--- src/design/timed_entry_table_with_view_cull_unit_assert.svh ---
// Assertion macros for the timed entry table with view cull unit
`ifndef TIMED_ENTRY_TABLE_WITH_VIEW_CULL_UNIT_ASSERT_SVH
`define TIMED_ENTRY_TABLE_WITH_VIEW_CULL_UNIT_ASSERT_SVH

// Same-cycle implication, checked out of reset
`define TETVC_ASSERT_NOW(label, ante, cons) \
   label: assert property (@(posedge clock) disable iff (reset) (ante) |-> (cons)) \
      else $error("tetvc assertion failed");

// Next-cycle implication, checked out of reset
`define TETVC_ASSERT_NEXT(label, ante, cons) \
   label: assert property (@(posedge clock) disable iff (reset) (ante) |=> (cons)) \
      else $error("tetvc assertion failed");

`endif

--- src/design/tetvc_pkg.sv ---
// Shared types and constants of the timed entry table with view cull unit
`timescale 1ns / 1ps
`default_nettype none
package tetvc_pkg;

   localparam int MAX_ENTRIES     = 64;
   localparam int MAX_RESULTS_OUT = 64;
   localparam int IDX_W           = $clog2(MAX_ENTRIES);
   localparam int CNT_W           = $clog2(MAX_ENTRIES + 1);
   localparam int OUT_W           = $clog2(MAX_RESULTS_OUT + 1);
   localparam int CSR_ADDR_W      = 3;
   localparam int CSR_DATA_W      = 32;

   localparam logic [1:0] CMD_ADD   = 2'd0;
   localparam logic [1:0] CMD_TICK  = 2'd1;
   localparam logic [1:0] CMD_SCAN  = 2'd2;
   localparam logic [1:0] CMD_CLEAR = 2'd3;

   localparam logic KIND_STATUS = 1'b0;
   localparam logic KIND_ENTRY  = 1'b1;
   localparam logic STATUS_OK   = 1'b0;
   localparam logic STATUS_FULL = 1'b1;

   localparam logic REG_UPDATE_PERIOD = 1'b0;
   localparam logic REG_DEATH_STAGE   = 1'b1;

   localparam logic [7:0] UPDATE_PERIOD_RESET = 8'd8;
   localparam logic [7:0] DEATH_STAGE_RESET   = 8'd0;

   typedef enum logic [1:0] {
      CELL_HOLD,
      CELL_PUSH,
      CELL_POP
   } cell_op_type;

   typedef struct packed {
      logic [7:0] map_x;
      logic [7:0] map_y;
      logic [7:0] pixel_x;
      logic [7:0] pixel_y;
      logic [7:0] stage;
   } entry_type;

   typedef struct packed {
      logic [1:0] command;
      logic [7:0] map_x;
      logic [7:0] map_y;
      logic [7:0] in_pixel_x;
      logic [7:0] in_pixel_y;
      logic [7:0] start_stage;
      logic [7:0] view_left;
      logic [7:0] view_right;
      logic [7:0] view_top;
      logic [7:0] view_bottom;
   } req_type;

   typedef struct packed {
      logic       kind;
      logic       status;
      logic [7:0] screen_x;
      logic [7:0] screen_y;
      logic [7:0] shown_pixel_x;
      logic [7:0] shown_pixel_y;
      logic [7:0] shown_stage;
      logic       last;
   } rsp_type;

   // Control broadcast from the sequencer to the row of cells
   typedef struct packed {
      cell_op_type      op;
      logic             ins_en;
      logic [IDX_W-1:0] ins_idx;
      entry_type        ins_data;
      entry_type        new_data;
   } chain_ctl_type;

   typedef struct packed {
      logic             busy;
      logic [CNT_W-1:0] count;
   } ctrl_stat_type;

endpackage
`default_nettype wire

--- src/design/tetvc_ctrl.sv ---
// Command sequencer: count, tick, aging and scan passes, result register
`timescale 1ns / 1ps
`default_nettype none
module tetvc_ctrl (
   input  wire                      clock,
   input  wire                      reset,
   input  wire                      req_valid,
   output logic                     req_stall,
   input  tetvc_pkg::req_type       req,
   output logic                     rsp_valid,
   input  wire                      rsp_stall,
   output tetvc_pkg::rsp_type       rsp,
   input  wire [7:0]                update_period,
   input  wire [7:0]                death_stage,
   input  tetvc_pkg::entry_type     head,
   output tetvc_pkg::chain_ctl_type chain_ctl,
   output tetvc_pkg::ctrl_stat_type stat
);
   import tetvc_pkg::*;

   typedef enum logic [1:0] {
      ST_IDLE,
      ST_SCAN,
      ST_AGE
   } state_type;

   state_type        state_ff;
   logic [CNT_W-1:0] count_ff;
   logic [7:0]       tick_ff;
   logic [CNT_W-1:0] rem_ff;
   logic [CNT_W-1:0] kept_ff;
   logic [OUT_W-1:0] n_ff;
   logic             pend_valid_ff;
   rsp_type          pend_ff;
   logic [7:0]       left_ff;
   logic [7:0]       right_ff;
   logic [7:0]       top_ff;
   logic [7:0]       bottom_ff;
   logic             rsp_valid_ff;
   rsp_type          rsp_ff;

   logic             out_free;
   logic             accept;
   logic             full;
   logic [7:0]       tick_in;
   logic             age_now;
   logic             have_rem;
   logic             vis;
   logic             take;
   logic             surv;
   logic             scan_step;
   logic             age_step;
   logic [CNT_W-1:0] pos_sum;
   rsp_type          vis_rsp;
   rsp_type          ok_rsp;
   rsp_type          pend_last;
   logic             emit;
   rsp_type          emit_data;

   assign out_free  = !rsp_valid_ff || !rsp_stall;
   assign req_stall = !((state_ff == ST_IDLE) && out_free);
   assign accept    = req_valid && !req_stall;
   assign full      = (count_ff >= CNT_W'(MAX_ENTRIES));
   assign tick_in   = tick_ff + 8'd1;
   assign age_now   = (tick_in == update_period);
   assign have_rem  = (rem_ff != '0);

   assign vis  = (head.map_x >= left_ff) && (head.map_x < right_ff) &&
                 (head.map_y >= top_ff)  && (head.map_y < bottom_ff);
   assign take = vis && (n_ff < OUT_W'(MAX_RESULTS_OUT));
   assign surv = (head.stage > death_stage);

   // stall the scan step only when a held result has nowhere to go
   assign scan_step = (state_ff == ST_SCAN) && have_rem &&
                      !(take && pend_valid_ff && !out_free);
   assign age_step  = (state_ff == ST_AGE) && have_rem;

   // unprocessed entries sit ahead of the already kept ones
   assign pos_sum = rem_ff + kept_ff - CNT_W'(1);

   always_comb begin
      ok_rsp        = '0;
      ok_rsp.kind   = KIND_STATUS;
      ok_rsp.status = STATUS_OK;
      ok_rsp.last   = 1'b1;

      vis_rsp               = '0;
      vis_rsp.kind          = KIND_ENTRY;
      vis_rsp.status        = STATUS_OK;
      vis_rsp.screen_x      = head.map_x - left_ff;
      vis_rsp.screen_y      = head.map_y - top_ff;
      vis_rsp.shown_pixel_x = head.pixel_x;
      vis_rsp.shown_pixel_y = head.pixel_y;
      vis_rsp.shown_stage   = head.stage;
      vis_rsp.last          = 1'b0;

      pend_last      = pend_ff;
      pend_last.last = 1'b1;
   end

   always_comb begin
      chain_ctl                  = '0;
      chain_ctl.op               = CELL_HOLD;
      chain_ctl.ins_idx          = pos_sum[IDX_W-1:0];
      chain_ctl.ins_data         = head;
      chain_ctl.new_data.map_x   = req.map_x;
      chain_ctl.new_data.map_y   = req.map_y;
      chain_ctl.new_data.pixel_x = req.in_pixel_x;
      chain_ctl.new_data.pixel_y = req.in_pixel_y;
      chain_ctl.new_data.stage   = req.start_stage;
      if (state_ff == ST_AGE) begin
         chain_ctl.ins_data.stage = head.stage - 8'd1;
      end
      if (accept && (req.command == CMD_ADD) && !full) begin
         chain_ctl.op = CELL_PUSH;
      end else if (scan_step || age_step) begin
         chain_ctl.op     = CELL_POP;
         chain_ctl.ins_en = scan_step || (age_step && surv);
      end
   end

   always_comb begin
      emit      = 1'b0;
      emit_data = ok_rsp;
      unique case (state_ff)
         ST_IDLE: begin
            if (accept) begin
               unique case (req.command)
                  CMD_ADD: begin
                     emit             = 1'b1;
                     emit_data.status = full ? STATUS_FULL : STATUS_OK;
                  end
                  CMD_TICK:  emit = !age_now;
                  CMD_SCAN:  emit = 1'b0;
                  CMD_CLEAR: emit = 1'b1;
                  default:   emit = 1'b0;
               endcase
            end
         end
         ST_SCAN: begin
            if (have_rem) begin
               if (scan_step && take && pend_valid_ff) begin
                  emit      = 1'b1;
                  emit_data = pend_ff;
               end
            end else if (out_free) begin
               emit      = 1'b1;
               emit_data = pend_valid_ff ? pend_last : ok_rsp;
            end
         end
         ST_AGE: begin
            emit = !have_rem && out_free;
         end
         default: emit = 1'b0;
      endcase
   end

   always_ff @(posedge clock) begin
      if (reset) begin
         state_ff      <= ST_IDLE;
         count_ff      <= '0;
         tick_ff       <= '0;
         rem_ff        <= '0;
         kept_ff       <= '0;
         n_ff          <= '0;
         pend_valid_ff <= 1'b0;
         rsp_valid_ff  <= 1'b0;
      end else begin
         if (emit) begin
            rsp_valid_ff <= 1'b1;
            rsp_ff       <= emit_data;
         end else if (!rsp_stall) begin
            rsp_valid_ff <= 1'b0;
         end

         unique case (state_ff)
            ST_IDLE: begin
               if (accept) begin
                  unique case (req.command)
                     CMD_ADD: begin
                        if (!full) begin
                           count_ff <= count_ff + CNT_W'(1);
                        end
                     end
                     CMD_TICK: begin
                        if (age_now) begin
                           tick_ff  <= '0;
                           rem_ff   <= count_ff;
                           kept_ff  <= '0;
                           state_ff <= ST_AGE;
                        end else begin
                           tick_ff <= tick_in;
                        end
                     end
                     CMD_SCAN: begin
                        left_ff       <= req.view_left;
                        right_ff      <= req.view_right;
                        top_ff        <= req.view_top;
                        bottom_ff     <= req.view_bottom;
                        rem_ff        <= count_ff;
                        kept_ff       <= '0;
                        n_ff          <= '0;
                        pend_valid_ff <= 1'b0;
                        state_ff      <= ST_SCAN;
                     end
                     CMD_CLEAR: count_ff <= '0;
                     default:   count_ff <= count_ff;
                  endcase
               end
            end
            ST_SCAN: begin
               if (scan_step) begin
                  rem_ff  <= rem_ff - CNT_W'(1);
                  kept_ff <= kept_ff + CNT_W'(1);
                  if (take) begin
                     pend_ff       <= vis_rsp;
                     pend_valid_ff <= 1'b1;
                     n_ff          <= n_ff + OUT_W'(1);
                  end
               end
               if (!have_rem && out_free) begin
                  pend_valid_ff <= 1'b0;
                  state_ff      <= ST_IDLE;
               end
            end
            ST_AGE: begin
               if (age_step) begin
                  rem_ff <= rem_ff - CNT_W'(1);
                  if (surv) begin
                     kept_ff <= kept_ff + CNT_W'(1);
                  end
               end
               if (!have_rem) begin
                  count_ff <= kept_ff;
                  if (out_free) begin
                     state_ff <= ST_IDLE;
                  end
               end
            end
            default: state_ff <= ST_IDLE;
         endcase
      end
   end

   assign rsp_valid  = rsp_valid_ff;
   assign rsp        = rsp_ff;
   assign stat.busy  = (state_ff != ST_IDLE);
   assign stat.count = count_ff;

endmodule
`default_nettype wire

--- config.mk ---
export PLATFORM = sky130hd
export DESIGN_NAME = tetvc_ctrl
export DESIGN_NICKNAME = d
export VERILOG_FILES = /design/src/design/timed_entry_table_with_view_cull_unit_assert.svh /design/src/design/tetvc_pkg.sv /design/src/design/tetvc_ctrl.sv
export SDC_FILE = /design/constraint.sdc
export NUM_CORES = 1
export LEC_CHECK = 0
export ABC_AREA = 1
export BUFFER_PORTS_ARGS = -buffer_cell sky130_fd_sc_hd__buf_4
export CORE_UTILIZATION = 52
export DETAILED_ROUTE_END_ITERATION = 10
export PLACE_DENSITY = 0.81
export SETUP_SLACK_MARGIN = 0.3
export SYNTH_ARGS = -nofsm -noshare
export SYNTH_HDL_FRONTEND = slang
export SYNTH_SLANG_ARGS = --single-unit
--- constraint.sdc ---
create_clock -name clock -period 4.6 [get_ports clock]
set_input_delay 0.69 -clock clock [delete_from_list [all_inputs] [get_ports clock]]
set_output_delay 0.69 -clock clock [all_outputs]
set_load 0.03 [all_outputs]
==> flow_summary.json <==
{
  "htreeDepth": 4,
  "setup_viol": 0,
  "fp.dieH_um": 132.4,
  "hold_slack_ns": 0.4378,
  "fillers": 1359,
  "grt_pass1_vias": 6218,
  "crit_path_top_delay_cell": "fa_1",
  "fmax_mhz": 303.7,
  "synth_nets": 1187,
  "post-cts-setup-buffer-count": 0,
  "grt_max_degree": 42,
  "dp_hpwl_um": 14410,
  "pin_count": 276,
  "worstMarginPinSlew_ns": 0.9483,
  "avgSynthCellArea_sq_um": 8.961,
  "path_max_fanout": 3,
  "final_cell_mix": "nand2_1, buf_4, inv_1",
  "fin_tns_setup_ns": 0,
  "antenna_cells": 0,
  "vdd_ir_drop_max_v": 0.0004215,
  "netlist_instances": 987,
  "numPortBuffers": 195,
  "die_area_sq_mm": 0.01754,
  "status": "finished, final reports clean",
  "yosysUniqueCellTypes": 41,
  "hold_path_class": "input pin to flip-flop",
  "initial_utilization": 0.5333,
  "clock_path_buffers": 2,
  "drv_cap": 0,
  "clkLatencyLatePin_ns": 0.42,
  "viasPerCell": 4.900,
  "routed_wl_um": 18830,
  "finalCritPeriodShare": 0.7159,
  "final_common_cell": "nand2_1",
  "grt_pass1_wl_um": 29550,
  "final_hold_viol_count": 0,
  "slowest_delay_ns": 0.40,
  "ant_nets": 0,
  "path_class": "input pin to output port",
  "clockRootBuffer": "clkbuf_16",
  "cts_resized": 0,
  "cts_tree": "built",
  "first_iter_violations": 343,
  "antenna_found_initial": 0,
  "clock_skew_ns": 0.01272,
  "dieWidth_um": 132.4,
  "yosysTopAreaCell": "edfxtp_1",
  "drive_gt1_frac": 0.2248,
  "clk_pin_slew_ns": 0.07,
  "core_area_sq_mm": 0.01658,
  "dr.pass1.iters": 4,
  "area_growth_syn_to_layout_pct": 19.88,
  "worstPathArrival_ns": 2.60,
  "final_core_util": 0.6394,
  "post-route-drc-count": 0,
  "yosysTopAreaCellShare": 0.3904,
  "startpoint_type": "input pin",
  "period_needed_ns": 3.293,
  "hold_buffers": 0,
  "grt_usage": 0.2173,
  "gp_congestion": 0.8515,
  "synth_area_leaders": "edfxtp_1, dfxtp_1, ha_1",
  "crit_required_ns": 3.91,
  "p_leak_nw": 5.019,
  "wl_per_cell_um": 13.95,
  "vias": 6615,
  "maxSlewHeadroom": 0.3663,
  "cts_inserted_buffers": 17,
  "worst_setup_path_end_kind": "output port",
  "seq_area_frac_synth": 0.4810,
  "powerDensity_mw_per_mm2": 521.2,
  "rows": 47,
  "final_nets": 1317,
  "syn-cell-area_sq_mm": 0.008845,
  "path_cells": "buf_4 -> inv_1 -> ha_1 -> fa_1 -> inv_1 -> nand2_1 -> nand2_1 -> nand3_1 -> nand3_1 -> nand2_1 -> nor2_1 -> nand3_1 -> nand2_1 -> a21oi_1 -> buf_4",
  "cp_common_cell": "nand2_1",
  "synth.ff_latch_count": 155,
  "rsz0062_at_grt": "false",
  "overflow": 0,
  "synth_warnings": 0,
  "cts.sinks": 155,
  "finalMaxSlewViolations": 0
}
## per-layer routing
metal	GRT usage	share of wire	routed length (um)
met2	0.3860	0.51	9668
met5	0	0	0
met4	0.09642	0.026	490
met3	0.03870	0.047	878
met1	0.2566	0.41	7796
## kinds of logic (layout without fill, tap and decap cells)
group	after synthesis	after routing	share of synthesized area
fa+ha+maj	66	66	0.09591
compound gates	102	102	0.06224
buf+inv	270	413	0.1495
xor+xnor	38	38	0.03763
flops	155	155	0.4810
simple gates	356	356	0.1737
## cell usage after synthesis
library cell and n:
nor2_1 73, nand2_2 4, nand2_1 201, nor3_2 1, a221oi_1 2, nand4_1 8, nand3b_1 2, clkinv_1 1
nand3_4 1, nand2_4 2, nor4_1 2, inv_2 3, inv_1 179, nand4_2 1, fa_1 3, nor2_4 4
or2_2 2, a21o_1 1, buf_1 2, buf_4 72, clkbuf_1 7, buf_6 5, o22ai_1 2, ha_1 63
o21a_1 1, xnor2_1 13, nor2_2 2, a21oi_1 53, a211oi_1 7, dfxtp_1 40, xor2_1 25, nand3_2 1
or2_1 2, nor3_1 12, nand3_1 38, o21ai_0 33, buf_2 1, o32ai_1 1, edfxtp_1 115, o21ai_1 1
o21ai_2 1
## state kept, by name (all words and copies together), names as in the netlist
name and count:
kept_ff 7, state_ff 2, bottom_ff 8, left_ff 8, rsp_valid 1, n_ff 7, rem_ff 7, top_ff 8
right_ff 8, pend_ff 40, rsp 43, pend_valid_ff 1, tick_ff 8, count_ff 7
## worst max-delay path: cells and delay by family
kind / cells / cell delay, ns
buf+inv: 4 / 0.38
simple gates: 8 / 0.82
compound gates: 1 / 0.08
fa+ha+maj: 2 / 0.62
## power breakdown
group | internal [mW] | switching, mW | total (mW)
clock | 0.835 | 0.623 | 1.46
combinational | 0.776 | 1.50 | 2.27
sequential | 1.70 | 0.0994 | 1.80
total | 3.31 | 2.22 | 5.53
## final timing paths
| kind | end | cells past startpoint | start | slack [ns] |
|---|---|---|---|---|
| setup / recovery | chain_ctl[88] | 15 | head[32] | 1.31 |
| hold / removal | left_ff[1] | 1 | req[25] | 0.44 |
| setup reg to reg | rsp[27] | 16 | left_ff[0] | 1.38 |
| hold reg to reg | tick_ff[7] | 2 | tick_ff[7] | 0.49 |
## per-stage QoR
| stage | worst slack [ns] | total power [mW] | instances | instance area (sq um) |
|---|---|---|---|---|
| floorplan | 0.5431 | 3.470 | 987 | 8845 |
| global placement | 0.9761 | 4.051 | 1318 | 9986 |
| detailed placement | 0.8947 | 4.092 | 1318 | 9986 |
| CTS | 1.289 | 5.551 | 1350 | 10600 |
| global route | 1.094 | 5.834 | 1350 | 10600 |
| finish | 1.307 | 5.526 | 1350 | 10600 |
## cell type report
class / count / area (sq um) / share of cell area
Multi-Input combinational cell: 562 / 3283 / 0.3097
Sequential cell: 155 / 4254 / 0.4012
Clock inverter: 14 / 187.7 / 0.01770
Tap cell: 220 / 275.3 / 0.02596
Timing Repair Buffer: 198 / 1486 / 0.1402
Inverter: 183 / 686.9 / 0.06479
Clock buffer: 18 / 429.2 / 0.04048
(Power assumes the default switching activity.)
