[src/design/timed_entry_table_with_view_cull_unit_assert.svh]
// Assertion macros for the timed entry table with view cull unit
`ifndef TIMED_ENTRY_TABLE_WITH_VIEW_CULL_UNIT_ASSERT_SVH
`define TIMED_ENTRY_TABLE_WITH_VIEW_CULL_UNIT_ASSERT_SVH

// Same-cycle implication, checked out of reset
`define TETVC_ASSERT_NOW(label, ante, cons) \
   label: assert property (@(posedge clock) disable iff (reset) (ante) |-> (cons)) \
      else $error("tetvc assertion failed");

// Next-cycle implication, checked out of reset
`define TETVC_ASSERT_NEXT(label, ante, cons) \
   label: assert property (@(posedge clock) disable iff (reset) (ante) |=> (cons)) \
      else $error("tetvc assertion failed");

`endif

[src/design/tetvc_pkg.sv]
// Shared types and constants of the timed entry table with view cull unit
`timescale 1ns / 1ps
`default_nettype none
package tetvc_pkg;

   localparam int MAX_ENTRIES     = 64;
   localparam int MAX_RESULTS_OUT = 64;
   localparam int IDX_W           = $clog2(MAX_ENTRIES);
   localparam int CNT_W           = $clog2(MAX_ENTRIES + 1);
   localparam int OUT_W           = $clog2(MAX_RESULTS_OUT + 1);
   localparam int CSR_ADDR_W      = 3;
   localparam int CSR_DATA_W      = 32;

   localparam logic [1:0] CMD_ADD   = 2'd0;
   localparam logic [1:0] CMD_TICK  = 2'd1;
   localparam logic [1:0] CMD_SCAN  = 2'd2;
   localparam logic [1:0] CMD_CLEAR = 2'd3;

   localparam logic KIND_STATUS = 1'b0;
   localparam logic KIND_ENTRY  = 1'b1;
   localparam logic STATUS_OK   = 1'b0;
   localparam logic STATUS_FULL = 1'b1;

   localparam logic REG_UPDATE_PERIOD = 1'b0;
   localparam logic REG_DEATH_STAGE   = 1'b1;

   localparam logic [7:0] UPDATE_PERIOD_RESET = 8'd8;
   localparam logic [7:0] DEATH_STAGE_RESET   = 8'd0;

   typedef enum logic [1:0] {
      CELL_HOLD,
      CELL_PUSH,
      CELL_POP
   } cell_op_type;

   typedef struct packed {
      logic [7:0] map_x;
      logic [7:0] map_y;
      logic [7:0] pixel_x;
      logic [7:0] pixel_y;
      logic [7:0] stage;
   } entry_type;

   typedef struct packed {
      logic [1:0] command;
      logic [7:0] map_x;
      logic [7:0] map_y;
      logic [7:0] in_pixel_x;
      logic [7:0] in_pixel_y;
      logic [7:0] start_stage;
      logic [7:0] view_left;
      logic [7:0] view_right;
      logic [7:0] view_top;
      logic [7:0] view_bottom;
   } req_type;

   typedef struct packed {
      logic       kind;
      logic       status;
      logic [7:0] screen_x;
      logic [7:0] screen_y;
      logic [7:0] shown_pixel_x;
      logic [7:0] shown_pixel_y;
      logic [7:0] shown_stage;
      logic       last;
   } rsp_type;

   // Control broadcast from the sequencer to the row of cells
   typedef struct packed {
      cell_op_type      op;
      logic             ins_en;
      logic [IDX_W-1:0] ins_idx;
      entry_type        ins_data;
      entry_type        new_data;
   } chain_ctl_type;

   typedef struct packed {
      logic             busy;
      logic [CNT_W-1:0] count;
   } ctrl_stat_type;

endpackage
`default_nettype wire

[src/design/tetvc_cell.sv]
// One entry cell of the shifting entry chain
`timescale 1ns / 1ps
`default_nettype none
module tetvc_cell (
   input  wire                   clock,
   input  tetvc_pkg::cell_op_type op,
   input  wire                   hit,
   input  tetvc_pkg::entry_type  up_data,
   input  tetvc_pkg::entry_type  dn_data,
   input  tetvc_pkg::entry_type  ins_data,
   output tetvc_pkg::entry_type  data_q
);
   import tetvc_pkg::*;

   entry_type data_ff;
   entry_type data_in;

   always_comb begin
      case (op)
         CELL_PUSH: data_in = up_data;
         // pop moves toward the head; the recirculation slot takes the insert bus
         CELL_POP:  data_in = hit ? ins_data : dn_data;
         default:   data_in = data_ff;
      endcase
   end

   always_ff @(posedge clock) begin
      data_ff <= data_in;
   end

   assign data_q = data_ff;

endmodule
`default_nettype wire

[config.mk]
export PLATFORM = sky130hd
export DESIGN_NAME = tetvc_cell
export DESIGN_NICKNAME = d
export VERILOG_FILES = /design/src/design/timed_entry_table_with_view_cull_unit_assert.svh /design/src/design/tetvc_pkg.sv /design/src/design/tetvc_cell.sv
export SDC_FILE = /design/constraint.sdc
export NUM_CORES = 1
export LEC_CHECK = 0
export BUFFER_PORTS_ARGS = -buffer_cell sky130_fd_sc_hd__buf_2
export CAP_MARGIN = 20
export CORE_ASPECT_RATIO = 0.75
export CORE_MARGIN = 1
export CORE_UTILIZATION = 25
export DETAILED_ROUTE_END_ITERATION = 8
export HOLD_SLACK_MARGIN = 0.06
export MAX_ROUTING_LAYER = met4
export PLACE_DENSITY = 0.53
export SLEW_MARGIN = 20
export SYNTH_ARGS = -nofsm -noshare
export SYNTH_HDL_FRONTEND = slang
export SYNTH_SLANG_ARGS = --single-unit
[constraint.sdc]
create_clock -name clock -period 3.2 [get_ports clock]
set_clock_uncertainty 0.2 [all_clocks]
set_input_delay 0.64 -clock clock [delete_from_list [all_inputs] [get_ports clock]]
set_output_delay 0.64 -clock clock [all_outputs]
set_load 0.01 [all_outputs]
==> results.txt, run 1 <==
The critical path goes through buf_2, inv_1, ha_2, buf_12, a21oi_1. The detailed-routing iteration count for the pre-antenna-repair pass came out at 4. The logs give 0.00802 mm2 for the core region area and 0 for the post-detailed-route DRC marker count. The number of ports placed on the die boundary is 164. The commonest cells after synthesis are 40 x sky130_fd_sc_hd__a21oi_1, 40 x sky130_fd_sc_hd__edfxtp_1, 40 x sky130_fd_sc_hd__mux2i_1, 40 x sky130_fd_sc_hd__nor2_1.

Nature of the critical path endpoint: a flip-flop. Once layout is complete, the cells apart from fillers number 440. The number of storage elements in the synthesis netlist was 40. The number of nets in the layout is 462. Summed over all cells, the static leakage comes to 1.49 nW. After detailed routing, the number of vias per cell comes to 4.17.

The number of cells produced by synthesis is 177, and the arrival time reported for the critical path endpoint is 1810 ps. In the synthesized netlist the async set-or-reset flop fraction comes to 0%. The number of synthesized flops with an enable pin came out at 40. Kind of cell adding the most delay to the critical path: adder cells. STA classifies the critical path startpoint as an input pin.

The tools report the number of routed nets with antenna violations as 0. Total power for the finished layout comes to 1.30 mW. The width of the die was 108 um; the number of clock sinks was 40. Entering global routing, the biggest net connects 43 pins.

Yosys attributes the largest share of cell area to sky130_fd_sc_hd__edfxtp_1 57%, sky130_fd_sc_hd__mux2i_1 19%, sky130_fd_sc_hd__a21oi_1 9.5%, sky130_fd_sc_hd__nor2_1 7.1%, sky130_fd_sc_hd__buf_12 3.8%. For the number of filler cells placed in the layout, the log shows 828. The total power divided by cell area was 427 mW/mm2; the global-route wire length before repair was 7320 um. Derived from the worst setup path, the maximum achievable clock frequency is 503 MHz. TritonCTS built the clock tree. The post-route fraction of the period consumed by the critical path is 62.2%. In this run the post-CTS setup repair buffer count came out at 0. The final layout contains routed wiring with a total length of 5020 um. The critical path in this run is classified as in -> reg.

Clock-pin slew was measured on the worst setup and hold paths at 70 ps. The synthesized area per cell works out to 11.9 um2. Flip-flop count of the largest register, all copies and words added: 40.

The dominant register cell in the synthesized netlist is sky130_fd_sc_hd__edfxtp_1. In this run, placement finished with an instance count of 435. The logs give 57.1% for the sequential share of the synthesized area and 39 for the number of DRC markers after the initial detailed-route iteration.

The residual overflow from global routing was 0. TritonCTS created 5 clock buffers. The post-synth net total is 302. For hold timing, the worst endpoint is data_q[22]. Counting instances, the worst hold path has a depth of 3.

Across the run, the number of max-cap violations was 0. The area growth from synthesis to layout is 44.2%. In this design, the stage delay of the slowest critical-path cell is 630 ps. The maximum level of the CTS H-tree is 2.

The count of input and output buffers came out at 163. The final count of hold timing violations is 0. The run finished with clean final reports.

At the pin with the least slew margin, the transition time is 694 ps. The run gives 0 as the number of slew-limit violations in the final report. Post-CTS repair changed the size of 0 cells. Yosys printed 0 warnings. On the final layout, the worst hold slack is 465 ps. The run gives 2 as the maximum buffer depth of the clock tree. After synthesis, the largest area contributor takes up 57.1% of total cell area.

At the worst endpoint, the required time is 3020 ps. The total setup violations reported at the end of the flow was 0. The number of buffer and inverter stages on the critical path came out at 3.

For this configuration, the core starts out at a cell density of 26.2%. The run gives 0 ps as the setup TNS. The quantity of hold-fixing buffers added after cts was 0. The root buffer cell is sky130_fd_sc_hd__clkbuf_8. Setup repair after global routing left no endpoint under its margin. The run gives 0 as the initial antenna violation count.

The final period demand of the worst path is 1990 ps. In this run the worst hold path is classified as in -> reg. The vertical extent of the die works out to 81.4 um. Along the worst path, the maximum fanout reaches 42.

The floorplan has 28 rows. The fraction of final layout cells with drive strength greater than 1 was 51.6%; the netlist area before placement was 0.00210 mm2. The total die area came out at 0.00879 mm2.

After synthesis, the netlist uses 11 different library cells. Across all layers, the routed design uses 1835 vias. The cell with the largest stage delay on the worst path was sky130_fd_sc_hd__ha_2. The run gives 0.690 as the global placement routability congestion.

The worst hold path begins at up_data[22]. The largest total area in the synthesized netlist belongs to sky130_fd_sc_hd__edfxtp_1. Global routing consumed, over all layers together, 11.4% of the routing resources.

The run gives 0 as the total inserted antenna cells. The maximum ir drop on the vdd rail was 0.000202 V; the headroom to the max-slew limit was 53.7%. The HPWL after detailed placement was 3830 um; the average detailed-routed wire length per instance was 11.4 um.

The run gives 1591 as the via count of the first global-routing pass.
-- report_power, final --
part / switching [mW] / internal, mW / total (mW)
Clock: 0.157 / 0.141 / 0.297
Sequential: 0.0161 / 0.669 / 0.685
Combinational: 0.164 / 0.149 / 0.313
-- through the flow --
stage	util, %	worst slack [ps]	cell area, um2
6_report	37.8	1210	3030
5_1_grt	37.8	1030	3030
4_1_cts	37.8	1220	3030
3_5_place_dp	36.9	910	2960
3_3_place_gp	36.9	948	2960
2_1_floorplan	-	873	2100
-- area by class of cell --
class	instances	area (um2)	area share, %
Clock buffer	5	68.8	2.27
Inverter	2	7.51	0.248
Multi-Input combinational cell	121	766	25.2
Sequential cell	40	1200	39.6
Tap cell	105	131	4.33
Timing Repair Buffer	167	858	28.3
-- per-layer routing --
| metal | wire length (um) | part of all wire, % | up-vias | track usage (%) |
|---|---|---|---|---|
| met5 | 0 | 0 | - | - |
| met4 | 79 | 1.6 | 0 | 4.52 |
| met3 | 512 | 10 | 9 | 3.57 |
| met2 | 2220 | 44 | 101 | 18.3 |
| met1 | 2210 | 44 | 770 | 13.3 |
| li1 | - | - | 955 | - |
-- logic make-up after synthesis --
kind of cell / Yosys count / share of synthesized area [%]
buf+inv: 16 / 6.60
fa+ha+maj: 1 / 0.595
flops: 40 / 57.1
simple gates: 40 / 7.14
mux: 40 / 19.0
compound gates: 40 / 9.52
-- worst max-delay path by stage --
stage,start,end,slack [ps],cells after the start
2_1_floorplan,op[0],data_q[0],870,3
3_5_place_dp,op[0],data_q[38],910,5
3_3_place_gp,op[0],data_q[3],950,5
6_report,op[0],data_q[38],1210,5
4_1_cts,op[0],data_q[38],1220,5
5_1_grt,op[0],data_q[23],1030,6
-- layout by cell type (no fill, tap or decap) --
| cell | instances |
|---|---|
| sky130_fd_sc_hd__buf_4 | 3 |
| sky130_fd_sc_hd__buf_12 | 1 |
| sky130_fd_sc_hd__ha_2 | 1 |
| sky130_fd_sc_hd__inv_1 | 1 |
| sky130_fd_sc_hd__clkinv_1 | 1 |
| sky130_fd_sc_hd__mux2i_1 | 40 |
| sky130_fd_sc_hd__buf_2 | 163 |
| sky130_fd_sc_hd__clkbuf_8 | 5 |
| sky130_fd_sc_hd__a21oi_1 | 40 |
| sky130_fd_sc_hd__edfxtp_1 | 40 |
| sky130_fd_sc_hd__nor2_1 | 40 |
No activity file was read; power rests on OpenSTA's default activity.
==> run 2, diff against run 1 <==
--- a/config.mk
+++ b/config.mk
@@ -5,6 +5,7 @@
 export SDC_FILE = /design/constraint.sdc
 export NUM_CORES = 1
 export LEC_CHECK = 0
+export ABC_AREA = 1
 export BUFFER_PORTS_ARGS = -buffer_cell sky130_fd_sc_hd__buf_2
 export CAP_MARGIN = 20
 export CORE_ASPECT_RATIO = 0.75
@@ -13,7 +14,7 @@
 export DETAILED_ROUTE_END_ITERATION = 8
 export HOLD_SLACK_MARGIN = 0.06
 export MAX_ROUTING_LAYER = met4
-export PLACE_DENSITY = 0.53
+export PLACE_DENSITY = 0.5
 export SLEW_MARGIN = 20
 export SYNTH_ARGS = -nofsm -noshare
 export SYNTH_HDL_FRONTEND = slang
==> constraint.sdc (replaced) <==
create_clock -name clock -period 2.1 [get_ports clock]
set_clock_uncertainty 0.2 [all_clocks]
set_input_delay 0.42 -clock clock [delete_from_list [all_inputs] [get_ports clock]]
set_output_delay 0.42 -clock clock [all_outputs]
set_load 0.01 [all_outputs]
==> run 2 against run 1 <==
  * Global-route usage increased by 2.0 points
  * Synthesized area rose by 17%
  * Die area is 17% higher
  * Flip-flop and latch count is the same
  * Clock-buffer cell count is the same
  * Critical path type unchanged
  * Cell count increased by 42%
  * Combinational power increased by 68%
==> results.txt, run 2 <==
In this run the worst path has a maximum fanout of 40. Headroom to the max-slew limit: 54.0%. The tree is rooted in a sky130_fd_sc_hd__clkbuf_16. The wire-length estimate of the detail-placed layout is 5040 um.

The maximum ir drop on the vdd rail was 0.000248 V; the area added between synthesis and finish was 41.6%. The most critical setup path has its startpoint at op[0]. The H-tree generated during clock tree synthesis spans 2 levels.

The starting utilization of the core area was 26.5%. The total power divided by cell area came out at 645 mW/mm2. The core region is 0.00931 mm2. The run gives 116 as the number of DRC markers after the initial detailed-route iteration. The register with the most flip-flops in the layout has 40 of them. TritonCTS built the clock tree. The floorplan has 30 rows. Final count of hold timing violations: 0. Static leakage: 2.08 nW.

The number of clock sinks is 40, and the post-detailed-route DRC marker count is 0. Adding up every negative setup slack in the final design gives 0 ps. The fraction of final layout cells with drive strength greater than 1 is 35.5%, and the initial antenna violation count is 0.

The count of input and output buffers is 163. The total inserted antenna cells is 0, and the vertical extent of the die is 88.0 um. Clock transition at the register clock pins on the worst setup and hold paths after CTS: 50 ps. The final period demand of the worst path is 1530 ps. The via count of the first global-routing pass is 2258, and the post-route fraction of the period consumed by the critical path is 72.8%.

The number of slew-limit violations in the final report was 0. Post-CTS timing repair inserted 0 buffers for setup. The final layout contains routed wiring with a total length of 6610 um. For the cell area after placement, the log shows 0.00336 mm2. Path category of the worst min-delay check: in -> reg. In the final routed layout, each cell accounts on average for 10.6 um. The sequential share of the synthesized area came out at 48.8%. The clock group share of total power came out at 29.7%.

The mapped netlist covers 0.00246 mm2. Number of routed nets with antenna violations: 0. The switching power share of the total is 25.6%.

In this run, synthesis inferred 40 flip-flops with an integrated enable. Ranked by total cell area, the synthesized netlist is headed by sky130_fd_sc_hd__edfxtp_1 49%, sky130_fd_sc_hd__nand2_1 24%, sky130_fd_sc_hd__inv_1 12%, sky130_fd_sc_hd__nand3_1 8.1%, sky130_fd_sc_hd__buf_6 2.3%. The library cells used most frequently in the layout, excluding fill and tap cells, are 163 x sky130_fd_sc_hd__buf_2, 160 x sky130_fd_sc_hd__nand2_1, 81 x sky130_fd_sc_hd__inv_1. Gates resized during post-CTS repair numbered 0.

The number of ports placed on the die boundary is 164. The worst hold path begins at up_data[2]. Pin slew with the least headroom to its limit: 688 ps.

The run finished with clean final reports. The netlist uses 11 different library cells. Synthesis produced a netlist whose cell count is 343.

In this run the mean area of a mapped cell was 7.18 um2. Setup violations remaining at the end of the flow were counted as 0. By count the netlist is led by 160 x sky130_fd_sc_hd__nand2_1, 82 x sky130_fd_sc_hd__inv_1, 40 x sky130_fd_sc_hd__edfxtp_1, 40 x sky130_fd_sc_hd__nand3_1, 8 x sky130_fd_sc_hd__buf_2. In this run the horizontal extent of the chip is 117 um. Across the run, the number of max-cap violations was 0. Dominant register cell in the synthesized netlist: sky130_fd_sc_hd__edfxtp_1. Derived from the worst setup path, the maximum achievable clock frequency is 654 MHz. The run gives 41 as the maximum number of pins on one net before global-route repair. In this run the deepest clock path goes through 2 buffers.

Overall power consumption after layout is estimated at 2.25 mW. For this design, the CTS-stage hold fixing added 0 buffers. For the relative contribution of sequential cells to total power, the log shows 46.9%. Setup repair after global routing left no endpoint under its margin.

The routed layout has 2463 vias. The logs give 13.4% for the all-layer global routing usage and 6 for the detailed-routing iteration count for the pre-antenna-repair pass. For the total non-filler cell area in the finished layout, the log shows 0.00349 mm2. In this run, synthesis produced a sequential element count of 40.

The via-per-instance ratio came out at 3.93. The worst hold slack after final layout is 220 ps, and the top cell type's share of synthesized area is 48.8%. After synthesis, the share of flip-flops with an asynchronous set or reset is 0%. The post-synthesis cell type with the largest combined area was sky130_fd_sc_hd__edfxtp_1. Of the total power, combinational logic draws 23.4%. Routability-driven placement finished with a final weighted congestion of 0.747. The net switching power is 577 uW. By instance count, the leading cell after synthesis is sky130_fd_sc_hd__nand2_1.

The logs give 625 for the number of nets in the layout and 5 for the number of buffers added by the clock tree synthesis step. Critical path class: in -> reg. The logs give 468 for the post-synth net total and 0 for the count of yosys warnings during synthesis. Residual overflow from global routing: 0. The most common cell after layout, fill and taps aside is sky130_fd_sc_hd__buf_2. STA classifies the critical path endpoint as a flip-flop. STA classifies the critical path startpoint as an input pin. The die covers 0.0103 mm2.

For the arrival time reported for the critical path endpoint, the log shows 1470 ps. The first global-routing pass estimated 10200 um of wire. Cells fill 37.5% of the core in the end. The internal portion of the total power is 1.67 mW.

For the critical path required time, the log shows 2040 ps.
[run 2: cell type report]
cell class              instances  area [um2]
well taps                     128         160
fillers                      1016        5820
clock buffers                   5         125
inverters                      84         322
flip-flops and latches         40        1200
multi-input cells             201         816
repair buffers                168         866
[run 2: power by group through the flow]
stage	sequential (mW)	combinational, mW	clock, mW
floorplan	1.14	0.200	0
global placement	1.07	0.535	0
detailed placement	1.07	0.534	0
CTS	1.06	0.535	0.705
global route	1.07	0.597	0.733
finish	1.05	0.527	0.669
[run 2: final timing paths]
| path | end | slack (ps) | cells after the start |
|---|---|---|---|
| setup / recovery | data_q[23] | 570 | 6 |
| hold / removal | data_q[2] | 220 | 3 |
[run 2: critical path: stages]
cell and delay (ps):
sky130_fd_sc_hd__buf_2 70, sky130_fd_sc_hd__inv_1 40, sky130_fd_sc_hd__ha_2 180, sky130_fd_sc_hd__inv_2 500
sky130_fd_sc_hd__nand2_1 140, sky130_fd_sc_hd__nand2_1 100
[run 2: through the flow]
stage	instances	setup WS, ps
finish	626	570
global route	626	434
floorplan	343	205
CTS	626	577
detailed placement	621	292
global placement	621	336
[run 2: metal layers]
layer  vias up  routed length [um]  track usage [%]
met2       132                2640             20.9
met5         -                   0                -
li1       1320                   -                -
met1      1006                3220             17.4
met3         5                 706             3.39
met4         0                  42             3.11
[run 2: logic make-up after synthesis]
logic type	Yosys count	share of synthesized area, %
fa+ha+maj	1	0.508
buf+inv	102	18.2
flops	40	48.8
simple gates	200	32.5
==> run 3, diff against run 2 <==
==> constraint.sdc (replaced) <==
create_clock -name clock -period 1.41 [get_ports clock]
set_clock_uncertainty 0.2 [all_clocks]
set_input_delay 0.282 -clock clock [delete_from_list [all_inputs] [get_ports clock]]
set_output_delay 0.282 -clock clock [all_outputs]
set_load 0.01 [all_outputs]
==> run 3 against run 2 <==
  * Worst hold slack worse by 140 ps
  * Critical endpoint is now data_q[2]
  * Highest routed layer unchanged
  * Critical path type is now reg -> out
  * Die area is the same
  * Design area rose by 5.5%
  * Sequential power is 50% higher
==> results.txt, run 3 (synthesis results as in run 2) <==
The largest single stage delay on the critical path is 380 ps. Counting along the longest clock path gives a buffer depth of 2. Cell with the largest stage delay on the worst path: sky130_fd_sc_hd__edfxtp_1. In this run the core area contains 30 standard-cell rows. Kind of cell adding the most delay to the critical path: flip-flops. The path class of the tightest hold or removal check is in -> reg. VDD sags by at most 0.000381 V. The worst setup path is captured at an output port. Setup repair after global routing left no endpoint under its margin. The via count of the first global-routing pass is 2261. The H-tree was split into 2 levels. The run gives 0 as the total setup violations reported at the end of the flow. Compared with the post-synthesis result, the final layout area differs by 49.5%. The tools report the maximum number of pins on one net before global-route repair as 29. The critical path required time was 930 ps. The number of buffer and inverter stages on the critical path is 1. In this run the worst setup path begins at data_q[2]. In the global route stage, overall resource usage came out at 13.1%. The pre-antenna-repair detailed-routing pass consisted of 4 iterations. Summed over all layers, the global routing overflow is 0. In this run the standard cell core region covers 0.00931 mm2. Total power for the finished layout comes to 3.63 mW. The average detailed-routed wire length per instance works out to 10.1 um. The total die area is 0.0103 mm2. Fraction of final layout cells with drive strength greater than 1: 36.4%. The wire length reported by the detailed router is 6380 um. The critical path is of the reg -> out type. The flip-flop count of the largest register, all copies and words added is 40. The signal on the critical path passes through buf_2.

Number of max-capacitance violations reported: 0. After the last flow step, the layout net total stands at 630. The startpoint of the lowest-slack hold path is up_data[25].

The number of clock sinks came out at 40. The congestion estimate from routability-driven global placement came to 0.735. In this run the tightest slew margin relative to its limit is 90.1%. The run gives 0 as the number of routed nets with antenna violations. The initial antenna violation count is 0, and the cell internal power dissipation is 2.74 mW. The kind of start point of the critical path was a flip-flop. TritonCTS built the clock tree. The top cell types in the final layout, fill and taps aside, are 163 x sky130_fd_sc_hd__buf_2, 160 x sky130_fd_sc_hd__nand2_1, 80 x sky130_fd_sc_hd__inv_1.

The sink of the worst hold path is data_q[25]. At the end of the flow the core is filled with cells to 39.6%. The HPWL after detailed placement came out at 5120 um. TritonCTS created 5 clock buffers. Of the total power, the clock network draws 33.7%. For this design the total switching power over the nets is 892 uW. Using the TritonRoute via totals, the vias-per-cell ratio works out to 3.85.

Hold repair after CTS inserted 0 buffers. The final count of hold timing violations was 0. After layout, the worst path uses 91.1% of the clock period. At the worst endpoint, the arrival time is 800 ps.

The peak fanout along the critical path was 1; the total inserted antenna cells was 0. The width of the die is 117 um. The starting utilization of the core area was 26.5%; the number of filler cells placed in the layout was 1019. The pin slew with the least headroom to its limit is 149 ps, and the vertical extent of the die is 88.0 um.

Per report_power, the combinational group accounts for 23.1% of the total. In the final layout, the multi-input gates occupy 826 um2. The total power divided by cell area is 986 mW/mm2, and the relative contribution of sequential cells to total power is 43.2%.

Summed over all cells, the static leakage comes to 2.16 nW. Leaving out fill and tap cells, the most frequent cell in the layout is sky130_fd_sc_hd__buf_2. The sequential cells in the finished layout cover a total of 0.00120 mm2. For this run, design rule violations remaining after detail routing come to 0. For this design the top-level I/O count stands at 164. In this run the clock root is driven by a sky130_fd_sc_hd__clkbuf_16. The count of buffers added on input and output ports is 163. Post-CTS timing repair inserted 0 buffers for setup. The global-route wire length before repair is 10100 um.

The number of slew-limit violations in the final report is 0. The number of stages on the worst hold path was 3; the final period demand of the worst path was 1280 ps. The switching power share of the total was 24.6%; the maximum frequency from static timing analysis was 778 MHz.

The run finished with clean final reports. The post-cts resize count is 0. The detailed-route via count was 2442; the clock transition at the register clock pins on the worst setup and hold paths after CTS was 60 ps. The tools report the number of DRC markers after the initial detailed-route iteration as 63.
[run 3: worst max-delay path by stage]
stage	slack (ps)	cells after the start	end
after floorplan	-270	3	data_q[0]
final	130	1	data_q[2]
after global routing	60	1	data_q[6]
after CTS	110	1	data_q[30]
after detailed placement	-60	5	data_q[19]
after global placement	-60	5	data_q[31]
[run 3: power groups by stage]
stage                     Combinational (mW)  Sequential, mW  Clock [mW]
after floorplan                        0.302            1.69           0
after global placement                 0.852            1.60           0
after detailed placement               0.858            1.59           0
after CTS                              0.859            1.57        1.28
after global routing                   0.951            1.59        1.32
final                                  0.838            1.57        1.22
[run 3: area by class of cell]
type                            count  area share (%)
Sequential cell                    40            32.6
Timing Repair Buffer              173            27.3
Multi-Input combinational cell    201            22.4
Inverter                           84            8.94
Tap cell                          128            4.35
Clock buffer                        5            3.40
Clock inverter                      3            1.02
[run 3: per-stage QoR]
stage	cell area (um2)	setup TNS (ps)	hold slack [ps]	cells	worst slack (ps)
after floorplan	2490	-10880	268	343	-272
after global placement	3520	-2070	357	626	-59.5
after detailed placement	3520	-2360	359	626	-58.9
after CTS	3680	0	68.7	634	110
after global routing	3680	0	78.7	634	60.7
final	3680	0	75.3	634	125
[run 3: routing by layer]
metal	vias to the layer above	global-route usage, %	wire length [um]
met5	-	-	0
met4	0	3.45	34
met3	2	4.01	611
met2	107	22.1	2810
met1	998	15.3	2920
li1	1335	-	-
